**config.mk**
```make
export PLATFORM = sky130hd
export DESIGN_NAME = ppi_div
export DESIGN_NICKNAME = d
export VERILOG_FILES = /design/src/rtl/particle_pool_integrator_top_defines.svh /design/src/rtl/ppi_pkg.sv /design/src/rtl/ppi_div.sv
export SDC_FILE = /design/constraint.sdc
export NUM_CORES = 1
export LEC_CHECK = 0
export BUFFER_PORTS_ARGS = -buffer_cell sky130_fd_sc_hd__buf_2
export CORE_MARGIN = 1
export CORE_UTILIZATION = 53
export CTS_CLUSTER_DIAMETER = 80
export DETAILED_ROUTE_END_ITERATION = 8
export PLACE_DENSITY = 0.86
export SYNTH_ARGS = -nofsm -noshare
export SYNTH_HDL_FRONTEND = slang
export SYNTH_SLANG_ARGS = --single-unit
export TNS_END_PERCENT = 10
```
**constraint.sdc**
```tcl
create_clock -name i_clk -period 3.35 [get_ports i_clk]
set_input_delay 0.1675 -clock i_clk [delete_from_list [all_inputs] [get_ports i_clk]]
set_output_delay 0.1675 -clock i_clk [all_outputs]
set_load 0.01 [all_outputs]
```
**src/rtl/particle_pool_integrator_top_defines.svh**
```systemverilog
// Assertion macros for the particle pool integrator.
`ifndef PARTICLE_POOL_INTEGRATOR_TOP_DEFINES_SVH
`define PARTICLE_POOL_INTEGRATOR_TOP_DEFINES_SVH

// Check under reset gating.
`define PPI_ASSERT_RST(lbl, prop, msg) \
    lbl: assert property (@(posedge i_clk) disable iff (!i_rst_n) prop) else $error(msg);

// Check at every edge.
`define PPI_ASSERT(lbl, prop, msg) \
    lbl: assert property (@(posedge i_clk) prop) else $error(msg);

`endif

```
**src/rtl/ppi_pkg.sv**
```systemverilog
`default_nettype none
package ppi_pkg;

    localparam int POOL_SIZE = 64;
    localparam int IDX_W     = $clog2(POOL_SIZE);
    localparam int CNT_W     = $clog2(POOL_SIZE + 1);
    localparam int DIV_W     = 24;
    localparam int DIV_CNT_W = $clog2(DIV_W);

    typedef enum logic [1:0] {
        FN_EMIT   = 2'd0,
        FN_TICK   = 2'd1,
        FN_RENDER = 2'd2,
        FN_CLEAR  = 2'd3
    } t_func;

    typedef enum logic [3:0] {
        S_IDLE,
        S_SCAN,
        S_LOAD,
        S_MUL_G,
        S_ADD_G,
        S_MUL_X,
        S_ADD_X,
        S_MUL_Y,
        S_ADD_Y,
        S_WB,
        S_MUL_A,
        S_DIV_A,
        S_MUL_S,
        S_DIV_S,
        S_PUT
    } t_state;

    typedef struct packed {
        logic signed [15:0] pos_x;
        logic signed [15:0] pos_y;
        logic signed [15:0] vel_x;
        logic signed [15:0] vel_y;
        logic [15:0]        life;
        logic [15:0]        full_life;
        logic [7:0]         size;
        logic signed [15:0] gravity;
        logic [31:0]        colour;
    } t_slot;

    localparam int SLOT_W = $bits(t_slot);

    typedef struct packed {
        logic busy;
        logic done;
    } t_div_stat;

    function automatic logic signed [15:0] sat16(input logic signed [20:0] v);
        logic signed [15:0] r;
        if (v > 21'sd32767) begin
            r = 16'sh7fff;
        end else if (v < -21'sd32768) begin
            r = 16'sh8000;
        end else begin
            r = v[15:0];
        end
        return r;
    endfunction

    function automatic logic signed [11:0] edge_of(input logic signed [15:0] q,
                                                   input logic [2:0] half);
        logic signed [16:0] d;
        logic signed [16:0] nd;
        logic signed [16:0] w;
        logic signed [11:0] r;
        d  = {q[15], q} - $signed({10'd0, half, 4'd0});
        nd = -d;
        if (!d[16]) begin
            w = d >>> 4;
        end else begin
            w = -(nd >>> 4);
        end
        if (w > 17'sd2047) begin
            r = 12'sh7ff;
        end else if (w < -17'sd2048) begin
            r = 12'sh800;
        end else begin
            r = w[11:0];
        end
        return r;
    endfunction

endpackage
`default_nettype wire

```
**src/rtl/ppi_div.sv**
```systemverilog
`default_nettype none
module ppi_div (
    input  wire logic                      i_clk,
    input  wire logic                      i_rst_n,
    input  wire logic                      i_start,
    input  wire logic [ppi_pkg::DIV_W-1:0] i_dividend,
    input  wire logic [15:0]               i_divisor,
    output logic      [ppi_pkg::DIV_W-1:0] o_quot,
    output ppi_pkg::t_div_stat             o_stat
);
    import ppi_pkg::*;

    logic                 r_busy;
    logic                 r_done;
    logic [DIV_CNT_W-1:0] r_cnt;
    logic [16:0]          r_rem;
    logic [DIV_W-1:0]     r_dq;
    logic [16:0]          sh;
    logic [17:0]          diff;
    logic                 ge;
    logic [16:0]          n_rem;

    always_comb begin
        sh    = {r_rem[15:0], r_dq[DIV_W-1]};
        diff  = {1'b0, sh} - {2'b0, i_divisor};
        ge    = !diff[17];
        n_rem = ge ? diff[16:0] : sh;
    end

    always_ff @(posedge i_clk) begin
        if (!i_rst_n) begin
            r_busy <= 1'b0;
            r_done <= 1'b0;
            r_cnt  <= '0;
        end else begin
            r_done <= 1'b0;
            if (i_start) begin
                r_busy <= 1'b1;
                r_cnt  <= '0;
            end else if (r_busy) begin
                r_cnt <= r_cnt + 1'b1;
                if (r_cnt == DIV_CNT_W'(DIV_W - 1)) begin
                    r_busy <= 1'b0;
                    r_done <= 1'b1;
                end
            end
        end
    end

    always_ff @(posedge i_clk) begin
        if (i_start) begin
            r_rem <= '0;
            r_dq  <= i_dividend;
        end else if (r_busy) begin
            r_rem <= n_rem;
            r_dq  <= {r_dq[DIV_W-2:0], ge};
        end
    end

    assign o_quot      = r_dq;
    assign o_stat.busy = r_busy;
    assign o_stat.done = r_done;
endmodule
`default_nettype wire

```
==> results.toml <==
[run_status]
outcome = "finished clean"

[clock_network]
insertion_delay_ns = 0.31
post_cts_buffers = 0
cts-hold-fix-buffers = 0
h-tree-depth = 2
cts_buffers = 5
clk_pin_slew_ns = 0.09
cts_buffer_depth = 2
cts_tree = "yes"
cts_root_buf = "clkbuf_8"
ctsResizeCount = 0
cts.sinks = 47

[global_route]
grt_antenna_before_repair = 0
grt_use_total = 0.2584
grt_pass1_vias = 2527
grt_pass1_wl_mm = 12.11
grt_max_degree = 31
overflow = 0

[setup_path]
path_class = "flip-flop to flip-flop"
worst_ep_arrival_time_ns = 2.80
crit_path_max_fanout = 3
crit_start = "o_quot[23]"
critPathLaunchType = "flip-flop"
reg2reg_slack_ns = 0.73
timing.rr.start = "o_quot[23]"
critPathRequiredTime_ns = 3.53
endpoint_kind = "flip-flop"

[sta]
worstMarginPinSlew_ns = 0.8173
finalHoldViolations = 0
fmax_mhz = 381.4
fin_crit_ns = 2.622
setup_slack_ns = 0.7283
skew_ns = 0.009781
final-max-slew-violation-count = 0
final.setup.tns_ns = 0
period_share = 0.7826
rsz0062_at_grt = "false"
slew_headroom = 0.4531
hold_ws_ns = 0.08731
setup_viol = 0

[floorplanning]
die_h_um = 76.47
core-area_um2 = 5238
rows = 26
initial_core_util = 0.5612
dieArea_um2 = 5847
io_pins = 69
die_x_um = 76.47

[hold_path]
holdCritStartpoint = "i_rst_n"
min_path_type = "primary input to flip-flop"

[synth]
yosys_warnings = 0
ys_seq_elements = 47
synth_top_area_share = 0.2452
synth_nets = 357
synth-async-reset-ratio = 0
avgSynthCellArea_um2 = 9.929
syn_inst = 296
ys_seq_area_frac = 0.4019
synthesis.area_um2 = 2939
ys_top_cells_by_area = "edfxtp_1 25%, dfxtp_1 16%, mux2_2 8.8%, ha_1 7.2%, nor2_1 3.1%"
synth_top_cell_by_area = "edfxtp_1"
yosysUniqueCellTypes = 63
ys.flop_type = "edfxtp_1"
synth-edff-count = 24

[pwr]
peakVddDrop_mv = 0.3593
power_frac_seq = 0.461
p_leak_nw = 1.483
sw_frac_of_total = 0.2629
power_density_nw_per_um2 = 423.9
p_int_mw = 1.084
switchingPower_mw = 0.3867
clkPwrFrac = 0.338
p_comb_frac = 0.201

[placement]
placed_cell_area_um2 = 3337
place_inst = 426
hpwl_mm = 4.952
dp_slack_ns = 0.8188
gp_congestion = 0.9280
portBuffers = 68

[route]
drt_iter0_drc = 179
wl_mm = 7.279
antenna_left = 0
drc = 0
dr.pass1.iters = 4
viasPerCell = 5.887
via_count = 2555
avgRoutedWirePerCell_um = 16.77

[final_layout]
final_cells = 434
diodes = 0
final_area_um2 = 3470
final_common_cell = "buf_2"
final_cell_mix = "68 x buf_2, 24 x nor2_1, 24 x edfxtp_1"
fin_nets = 424
drive_above_1_share = 0.3159
syn_to_final_growth_pct = 18.05

[run]
cap_violations = 0
[logic make-up (layout without fill, tap and decap cells)]
group / Yosys count / count (layout) / synth area share
and+or+nand+nor: 83 / 83 / 0.1418
xor gates and xnor gates: 15 / 15 / 0.04470
AOI/OAI and AO/OA: 73 / 73 / 0.1877
DFF: 47 / 47 / 0.4019
muxes: 25 / 25 / 0.09493
buffers and inverters: 35 / 103 / 0.04980
adders and majority gates: 18 / 18 / 0.07918
[cells in the mapped netlist (3+ instances only)]
cell type  instances
a211oi_1           3
a21o_1             3
a21oi_1           13
a311oi_1           5
a41oi_1            4
and2_1             5
buf_1              3
clkbuf_1           6
dfxtp_1           23
edfxtp_1          24
ha_1              17
inv_1             23
mux2_2            23
nand2_1           19
nand2b_1           4
nand3_1            5
nand4_1            6
nor2_1            24
nor3_1             5
o211ai_1           3
o21ai_0           10
o31ai_1            4
xnor2_1            6
xor2_1             9
[power groups by stage]
| stage | logic [mW] | registers [mW] | clock network, mW |
|---|---|---|---|
| 6_report | 0.295 | 0.678 | 0.497 |
| 5_1_grt | 0.322 | 0.684 | 0.519 |
| 4_1_cts | 0.292 | 0.678 | 0.497 |
| 3_5_place_dp | 0.287 | 0.690 | 0 |
| 3_3_place_gp | 0.280 | 0.687 | 0 |
| 2_1_floorplan | 0.181 | 0.703 | 0 |
[layer usage]
| metal | GRT usage | vias up | wire length [um] |
|---|---|---|---|
| met5 | 0 | - | 0 |
| met4 | 0.1096 | 0 | 179 |
| met3 | 0.04551 | 17 | 431 |
| met2 | 0.4207 | 95 | 3601 |
| met1 | 0.3377 | 1209 | 3067 |
| li1 | - | 1234 | - |
[registers in the layout (all words and copies together), names as in the netlist]
signal,flops
r_done,1
r_cnt,5
r_busy,1
o_quot,24
r_rem,16
[path summary, 6_finish.rpt]
kind              depth (start not counted)        end
setup / recovery                         10  r_rem[12]
hold / removal                            2     r_busy
setup reg to reg                         10  r_rem[12]
hold reg to reg                           2  r_rem[15]
[stage by stage]
step	utilization	total power, mW
after floorplan	-	0.8833
after global placement	0.6371	0.9671
after detailed placement	0.6371	0.9776
after CTS	0.6624	1.467
after global routing	0.6624	1.525
final	0.6624	1.471
[cell type report]
cell class,instances,area (um^2)
well taps,70,87.58
multi-input cells,214,1612
fillers,410,1768
flip-flops and latches,47,1181
clock inverters,2,60.06
inverters,23,86.33
clock buffers,6,72.57
repair buffers,72,370.4
[critical path: stages, from the launching register on]
cell and delay, ns:
edfxtp_1 0.42, inv_1 0.08, ha_1 0.16, inv_1 0.05
fa_1 0.41, a211oi_1 0.41, o21ai_1 0.15, a2111oi_0 0.40
or3_1 0.19, xor2_1 0.15, o31ai_1 0.08
Power figures use the tool's default switching activity.
