**src/rtl/particle_pool_integrator_top_defines.svh**
```systemverilog
// Assertion macros for the particle pool integrator.
`ifndef PARTICLE_POOL_INTEGRATOR_TOP_DEFINES_SVH
`define PARTICLE_POOL_INTEGRATOR_TOP_DEFINES_SVH

// Check under reset gating.
`define PPI_ASSERT_RST(lbl, prop, msg) \
    lbl: assert property (@(posedge i_clk) disable iff (!i_rst_n) prop) else $error(msg);

// Check at every edge.
`define PPI_ASSERT(lbl, prop, msg) \
    lbl: assert property (@(posedge i_clk) prop) else $error(msg);

`endif

```
**src/rtl/ppi_ram.sv**
```systemverilog
`default_nettype none
module ppi_ram #(
    parameter int WIDTH = 8,
    parameter int DEPTH = 64
) (
    input  wire logic                     i_clk,
    input  wire logic                     i_we,
    input  wire logic [$clog2(DEPTH)-1:0] i_waddr,
    input  wire logic [WIDTH-1:0]         i_wdata,
    input  wire logic [$clog2(DEPTH)-1:0] i_raddr,
    output logic      [WIDTH-1:0]         o_rdata
);
    logic [WIDTH-1:0] r_mem [DEPTH];

    always_ff @(posedge i_clk) begin
        if (i_we) begin
            r_mem[i_waddr] <= i_wdata;
        end
        o_rdata <= r_mem[i_raddr];
    end
endmodule
`default_nettype wire

```
**config.mk**
```make
export PLATFORM = sky130hd
export DESIGN_NAME = ppi_ram
export DESIGN_NICKNAME = d
export VERILOG_FILES = /design/src/rtl/particle_pool_integrator_top_defines.svh /design/src/rtl/ppi_ram.sv
export SDC_FILE = /design/constraint.sdc
export NUM_CORES = 1
export LEC_CHECK = 0
export BUFFER_PORTS_ARGS = -buffer_cell sky130_fd_sc_hd__buf_2
export CAP_MARGIN = 5
export CELL_PAD_IN_SITES_DETAIL_PLACEMENT = 1
export CELL_PAD_IN_SITES_GLOBAL_PLACEMENT = 1
export CORE_ASPECT_RATIO = 0.5
export CORE_MARGIN = 1.5
export CORE_UTILIZATION = 40
export CTS_CLUSTER_DIAMETER = 40
export DETAILED_ROUTE_END_ITERATION = 7
export PLACE_DENSITY = 0.62
export RECOVER_POWER = 25
export SETUP_SLACK_MARGIN = 0.15
export SYNTH_ARGS = -nofsm -noshare
export SYNTH_HDL_FRONTEND = slang
export SYNTH_SLANG_ARGS = --single-unit
```
**constraint.sdc**
```tcl
create_clock -name i_clk -period 4 [get_ports i_clk]
set_clock_uncertainty 0.05 [all_clocks]
set_input_delay 1 -clock i_clk [delete_from_list [all_inputs] [get_ports i_clk]]
set_output_delay 1 -clock i_clk [all_outputs]
set_load 0.005 [all_outputs]
```
==> flow_summary.yaml, run 1 <==
grt:
  grt_pass1_wl_um: 74400
  grt-ovfl-total: 0
  first_global_vias: 10700
  met2_usage_pct: 32.0
  grt_use_total_pct: 19.8
  global_route.peak_usage_layer: "met2"
  antenna_found_initial: 1
  met1_usage_pct: 28.1
  grt_max_degree: 65
  grt_use_met3_pct: 3.50
floorplanning:
  die_w_um: 321
  start_util_pct: 41.0
  die_height_um: 162
  rows: 57
  dieArea_um2: 51900
  core_area_um2: 49100
  pin_count: 30
clock_tree:
  cts_made_buffers: 49
  cts_max_path_buffers: 3
  cts_tree: "built"
  cts_setup_buffers: 0
  clk-insertion-delay-late_ns: 0.58
  cts_root_buf: "clkbuf_16"
  cts_hold_buf: 0
  clkTransAtPathRegs_ns: 0.06
  cts_resized: 0
  htree_levels: 2
  numClockSinks: 520
power_and_ir_drop:
  power_uw: 11300
  swShare_pct: 21.0
  intPower_uw: 8960
  power_per_cell_area_nw_per_um2: 489
  p_leak_uw: 0.00736
  power_frac_seq_pct: 53.3
  clockPowerShare_pct: 41.5
  vdd.ir_drop.worst_mv: 0.261
  p_switching_uw: 2390
  pwr-share-comb_pct: 5.2
placed_design:
  port_buffers: 29
  gp_congestion: 0.807
  placed_area_um2: 21600
  hpwl_um: 31800
drt:
  dr.pass1.iters: 5
  drt_iter0_markers: 914
  drc: 0
  wl_per_cell_um: 28.4
  vias: 9900
  vias_per_cell: 5.63
  routed_wl_um: 50000
  ant_nets: 0
setup_path:
  critPathCaptureType: "flop"
  worstPathMaxFanout: 44
  rr_endpoint: "o_rdata[5]"
  critical_path_buf_inv_count: 2
  reg2reg_slack_ns: 1.65
  crit_cells: 2
  slowest_stage: "clkbuf_1"
  rr_worst_depth: 4
  path_cells: "clkbuf_1 > clkbuf_1"
  cpMostUsedCell: "clkbuf_1"
  critPathArrivalTime_ns: 3.39
  path_class: "in -> reg"
  critPathMaxStageDelay_ns: 1.48
  worstPathRequired_ns: 4.17
  rr_startpoint: "r_mem[3][5]"
  setup.worst_path.start_class: "primary input"
  cp_top_family: "buffers and inverters"
sta:
  clock.fmax_ghz: 0.310
  finalCriticalPeriod_ns: 3.22
  hold_violations: 0
  slew_violations: 245
  finalSetupViolCount: 0
  worstMarginPinSlew_ns: 2.92
  fin_crit_sh_pct: 80.5
  setup-tns-final_ns: 0
  rsz0062_at_grt: "no"
  slew_headroom_pct: -94.8
synthesis:
  muxShareOfSynthArea_pct: 15.9
  synthSimpleGateAreaFrac_pct: 3.39
  synth.most_common_cell: "edfxtp_1"
  seq_area_frac_synth_pct: 77.0
  avgSynthCellArea_um2: 21.5
  synth_edf_count: 512
  synth_top_family_by_area: "multiplexers"
  synth_compound_area_share_pct: 2.07
  synthArstFlopShare_pct: 0
  syn_area_um2: 20200
  synth_top_area_share_pct: 76.2
  ys_ff_latch: 520
  synth_area_leaders: "edfxtp_1 76%, mux4_2 14%, nor2_1 1.5%, mux2i_1 1.1%, dfxtp_1 0.79%"
  syn_inst: 940
  synthXorXnorAreaFrac_pct: 0
  synth_cell_types: 40
  synth_common_cells: "512 x edfxtp_1, 126 x mux4_2, 83 x nor2_1, 23 x mux2i_1, 19 x nand2_1"
  synth-main-ff-cell: "edfxtp_1"
  yosysWarningCount: 0
  yosysTopAreaCell: "edfxtp_1"
  syn-num-nets: 962
  synth_adder_area_share_pct: 0
min_path:
  whs_endpoint: "o_rdata[6]"
  holdCritStartpoint: "r_mem[26][6]"
  min_path_type: "reg -> reg"
  hold_depth: 3
outcome:
  violations: "max-capacitance violations, max-slew violations"
  status: "complete, but fails checks"
finish:
  fill_cells: 4441
  drive_gt1_share_pct: 29.9
  nets: 1090
  syn_to_final_growth_pct: 15.2
  postLayoutCellArea_um2: 23200
job:
  cap_violations: 5
[how the worst max path moves through the flow]
stage                        end  slack, ns       start
detailed placement    o_rdata[5]       0.40  i_raddr[0]
global placement      o_rdata[7]       0.45  i_raddr[0]
floorplan             o_rdata[3]       1.28  i_raddr[1]
global route        r_mem[39][3]       0.59  i_wdata[3]
CTS                   o_rdata[5]       1.02  i_raddr[0]
finish               r_mem[2][4]       0.78  i_wdata[4]
[cells in the final DEF, fill, tap and decap left out, types with 3 or more instances in the layout]
cell       count
dfxtp_1        8
edfxtp_1     512
nand2_1       19
nor2_1        83
mux2i_1       23
nand2b_1       7
clkbuf_1      26
clkinv_2      11
inv_6          3
a21oi_1        3
o221ai_1       8
o2111ai_1      3
bufinv_16      4
a22oi_1        3
mux2_2        13
o2bb2ai_1      3
buf_4         86
o22ai_1        8
a221oi_1       6
mux4_2       126
nor3_1         7
buf_2         20
clkbuf_8       6
clkbuf_16     51
a211oi_1       4
nand3b_1       3
buf_12         6
nand3_1       13
nor2b_1       14
[routing by layer]
metal	part of all wire, %	up-vias
met1	45	5394
li1	-	4188
met2	48	256
met5	0	-
met4	2.1	0
met3	5.1	62
[cells by family after synthesis]
| family | after synthesis |
|---|---|
| flops | 520 |
| mux | 162 |
| simple gates | 153 |
| compound gates | 54 |
| buf+inv | 51 |
[power groups by stage]
stage | logic, uW | registers [uW] | clock network [uW]
CTS | 599 | 6050 | 4790
global placement | 581 | 6170 | 0
detailed placement | 596 | 6170 | 0
global route | 627 | 6050 | 4980
finish | 585 | 6050 | 4710
floorplan | 321 | 6160 | 0
[cell type report]
type,count,area (um^2),share of cell area (%)
diodes,1,2.50,0.0108
clock buffers,67,1390,5.97
clock inverters,23,235,1.01
multi-input cells,369,4320,18.6
flip-flops and latches,520,15500,66.9
well taps,649,812,3.50
repair buffers,128,936,4.03
[sequential cells by signal, indices dropped and copies added (netlist names)]
signal	flops
r_mem	512
o_rdata	8
[metrics by stage]
stage	std cells	setup WS, ns	hold WS [ns]	util (%)
floorplan	940	1.28	0.668	-
CTS	1756	1.02	0.811	47.3
global placement	1666	0.453	0.791	44.0
finish	1757	0.779	0.794	47.3
global route	1756	0.591	0.854	47.3
detailed placement	1666	0.405	0.790	44.0
(Power assumes the default switching activity.)
==> run 2, diff against run 1 <==
- PLACE_DENSITY: 0.62 -> 0.64
- clock period: 4 -> 2.9 ns (I/O delays scaled with it)
==> flow_summary.yaml, run 2 (same netlist as run 1, synthesis figures left out) <==
finish:
  final_common_cell: "edfxtp_1"
  largest-register: "r_mem"
  top_regs: "r_mem x512, o_rdata x8"
  stdcell_count: 1796
  mostFrequentLayoutCells: "512 x edfxtp_1, 126 x mux4_2, 123 x buf_4"
  drive_gt1_share_pct: 32.7
  nets: 1128
  largest_reg_flops: 512
  fill_cells: 4420
  syn_to_final_growth_pct: 17.1
  postLayoutCellArea_um2: 23600
setup_path:
  setup.worst_path.start_class: "primary input"
  critPathArrivalTime_ns: 2.56
  path_cells: "clkbuf_1 > clkbuf_2"
  slowest_stage: "clkbuf_1"
  critPathCaptureType: "flop"
  worstPathRequired_ns: 3.10
  worstPathMaxFanout: 38
  path_class: "in -> reg"
  cp_top_family: "buffers and inverters"
  critical_path_buf_inv_count: 2
  critPathMaxStageDelay_ns: 0.94
clock_tree:
  cts_max_path_buffers: 3
  clk-insertion-delay-late_ns: 0.57
  cts_resized: 0
  cts_hold_buf: 0
  clkTransAtPathRegs_ns: 0.06
  htree_levels: 2
  numClockSinks: 520
  cts_made_buffers: 50
  cts_setup_buffers: 0
  cts_root_buf: "clkbuf_16"
  cts_tree: "built"
drt:
  wl_per_cell_um: 27.8
  dr.pass1.iters: 4
  drt_iter0_markers: 979
  vias: 10000
  vias_per_cell: 5.58
  drc: 0
  routed_wl_um: 49900
  ant_nets: 0
placed_design:
  dpl.cell_count: 1702
  port_buffers: 29
  gp_congestion: 0.825
  pre_cts_ws_ns: -0.0127
  hpwl_um: 31700
  placed_area_um2: 22000
min_path:
  min_path_type: "in -> reg"
sta:
  clock.fmax_ghz: 0.423
  slew_headroom_pct: -18.5
  finalCriticalPeriod_ns: 2.36
  hold_slack_ns: 0.570
  fin_crit_sh_pct: 81.5
  worstMarginPinSlew_ns: 1.78
  layout_setup_ws_ns: 0.537
  finalSetupViolCount: 0
  slew_violations: 35
  rsz0062_at_grt: "no"
  hold_violations: 0
grt:
  grt-ovfl-total: 0
  antenna_found_initial: 1
  grt_pass1_wl_um: 74900
  grt_use_total_pct: 19.9
  grt_max_degree: 65
  first_global_vias: 10800
floorplanning:
  die_height_um: 162
  start_util_pct: 41.0
  core_area_um2: 49100
  pin_count: 30
  die_w_um: 321
  rows: 57
  dieArea_um2: 51900
power_and_ir_drop:
  power_per_cell_area_nw_per_um2: 666
  vdd.ir_drop.worst_mv: 0.377
  p_leak_uw: 0.00761
job:
  cap_violations: 2
outcome:
  status: "complete, but fails checks"
  violations: "max-capacitance violations, max-slew violations"
[run 2: cell types whose count changed in the layout (fill, tap and decap cells not counted), sizes merged]
| cell | before | now |
|---|---|---|
| buf | 112 | 156 |
| bufinv | 4 | 5 |
| clkinv | 13 | 22 |
| clkinvlp | 2 | 1 |
| clkbuf | 83 | 71 |
| inv | 4 | 2 |
[run 2: metrics by stage]
stage	power (uW)	TNS [ns]	util [%]
after floorplan	8930	0	-
after global placement	9340	0	44.7
after CTS	15900	0	48.1
final	15700	0	48.0
after detailed placement	9370	-0.0289	44.7
after global routing	16200	0	48.0
[run 2: cell type report]
type	instances	area (um^2)	share of cell area, %
Sequential cell	520	15500	65.8
Multi-Input combinational cell	369	4320	18.3
Clock buffer	62	1360	5.76
Timing Repair Buffer	165	1300	5.52
Tap cell	649	812	3.44
Clock inverter	30	280	1.19
Antenna cell	1	2.50	0.0106
[run 2: final timing paths]
path / slack, ns / end / depth (start not counted) / start
worst min register to register: 0.79 / o_rdata[4] / 3 / r_mem[26][4]
worst max register to register: 0.82 / o_rdata[6] / 6 / r_mem[21][6]
worst max-delay path: 0.54 / r_mem[9][0] / 2 / i_wdata[0]
worst min-delay path: 0.57 / o_rdata[4] / 3 / i_raddr[5]
[run 2: where the power goes]
group | switching (uW) | leakage, uW | internal, uW | total (uW)
combinational | 495 | 0.00213 | 346 | 842
clock | 2750 | 0.000807 | 3780 | 6530
sequential | 31.8 | 0.00467 | 8320 | 8350
total | 3280 | 0.00761 | 12400 | 15700
[run 2: layer usage]
layer / share of wire [%] / vias up / track usage (%) / wire, um
met3: 6.3 / 78 / 4.18 / 3170
met2: 48 / 290 / 31.6 / 23700
met1: 44 / 5387 / 28.3 / 21900
met4: 2.1 / 2 / 4.83 / 1060
li1: - / 4272 / - / -
met5: 0.036 / - / 0 / 18
==> run 3, diff against run 2 <==
- clock period: 2.9 -> 2.1 ns (I/O delays scaled with it)
==> flow_summary.yaml, run 3 (same netlist as run 1, synthesis figures left out) <==
outcome:
  status: "completed"
grt:
  antenna_found_initial: 3
  first_global_vias: 10900
  grt_max_degree: 65
  grt_use_total_pct: 20.3
  grt-ovfl-total: 0
  grt_pass1_wl_um: 75800
floorplanning:
  die_height_um: 162
  rows: 57
  core_area_um2: 49100
  die_w_um: 321
  start_util_pct: 41.0
  pin_count: 30
  dieArea_um2: 51900
sta:
  hold_slack_ns: 0.388
  hold_violations: 0
  finalCriticalPeriod_ns: 1.95
  clock.fmax_ghz: 0.512
  finalSetupViolCount: 0
  rsz0062_at_grt: "yes"
  setup-tns-final_ns: 0
  slew_violations: 0
  worstMarginPinSlew_ns: 1.49
  fin_crit_sh_pct: 93.1
  slew_headroom_pct: 0.957
clock_tree:
  cts_made_buffers: 49
  cts_root_buf: "clkbuf_16"
  clk-insertion-delay-late_ns: 0.58
  cts_max_path_buffers: 3
  numClockSinks: 520
  htree_levels: 2
  clkTransAtPathRegs_ns: 0.07
  cts_tree: "built"
  cts_hold_buf: 0
power_and_ir_drop:
  power_per_cell_area_nw_per_um2: 880
  p_leak_uw: 0.00777
  vdd.ir_drop.worst_mv: 0.551
setup_path:
  worstPathRequired_ns: 2.48
  critPathArrivalTime_ns: 2.34
  setup.worst_path.start_class: "flop"
  critPathCaptureType: "flop"
  path_class: "reg -> reg"
  worstPathMaxFanout: 1
drt:
  ant_nets: 0
  vias: 10200
  routed_wl_um: 51600
  dr.pass1.iters: 5
  wl_per_cell_um: 28.2
  vias_per_cell: 5.59
  drt_iter0_markers: 958
  drc: 0
placed_design:
  dpl.cell_count: 1729
  hpwl_um: 33300
  port_buffers: 29
  placed_area_um2: 22300
  gp_congestion: 0.824
finish:
  postLayoutCellArea_um2: 24100
  largest-register: "r_mem"
  nets: 1158
  drive_gt1_share_pct: 37.1
  final_common_cell: "edfxtp_1"
  mostFrequentLayoutCells: "512 x edfxtp_1, 138 x buf_4, 126 x mux4_2"
  fill_cells: 4446
  largest_reg_flops: 512
  top_regs: "r_mem x512, o_rdata x8"
  syn_to_final_growth_pct: 19.4
  stdcell_count: 1827
job:
  cap_violations: 0
min_path:
  min_path_type: "in -> reg"
run 3: changes by cell type in the layout (fill, tap and decap cells not counted), sizes merged:
cell      delta
clkinvlp     +1
clkinv       -4
buf         +31
clkbuf       +6
diode        +2
bufinv       -5
run 3: worst max-delay path: stages, from the launching register on:
cell and delay, ns:
edfxtp_1 0.39, mux4_2 0.47, mux2_4 0.28, o221a_4 0.25, nor3_2 0.12, buf_4 0.17, o32ai_2 0.09
run 3: path summary, 6_finish.rpt:
path	cells after the start	startpoint	end	slack (ns)
worst max-delay path	6	r_mem[16][4]	o_rdata[4]	0.15
worst min-delay path	3	i_raddr[5]	o_rdata[6]	0.39
worst max register to register	6	r_mem[16][4]	o_rdata[4]	0.15
worst min register to register	3	r_mem[26][6]	o_rdata[6]	0.78
run 3: per-layer routing:
metal	vias to the layer above	part of all wire (%)	global-route usage, %
met5	-	0	0
met2	246	48	32.8
li1	4331	-	-
met4	0	1.9	5.17
met1	5574	45	28.4
met3	62	5.2	4.39
run 3: layout make-up:
class	instances	area [um^2]	area share (%)
multi-input combinational	369	4550	18.9
timing repair buffer	196	1680	6.97
antenna	3	7.51	0.0312
clock buffer	68	1350	5.61
sequential	520	15500	64.5
tap	649	812	3.37
clock inverter	22	138	0.572
run 3: report_power, final:
part           switching [uW]  internal (uW)
Clock                    3820           4530
Sequential               45.5          11500
Combinational             749            554
run 3: metrics by stage:
stage                     setup WS [ns]  util, %  total power [uW]
after CTS                         0.141     48.7             21300
final                             0.146     49.0             21200
after global routing              0.126     49.0             21800
after detailed placement         -0.768     45.4             13000
after floorplan                 -0.0235        -             12400
after global placement           -0.800     45.4             12900
run 3: what timing repair did:
action / CTS / global route
setup endpoints to repair: 8 / 8
buffers inserted: 2 / 1
gates cloned: 0 / 2
pin swaps: 3 / 7
gates resized for setup: 22 / 20
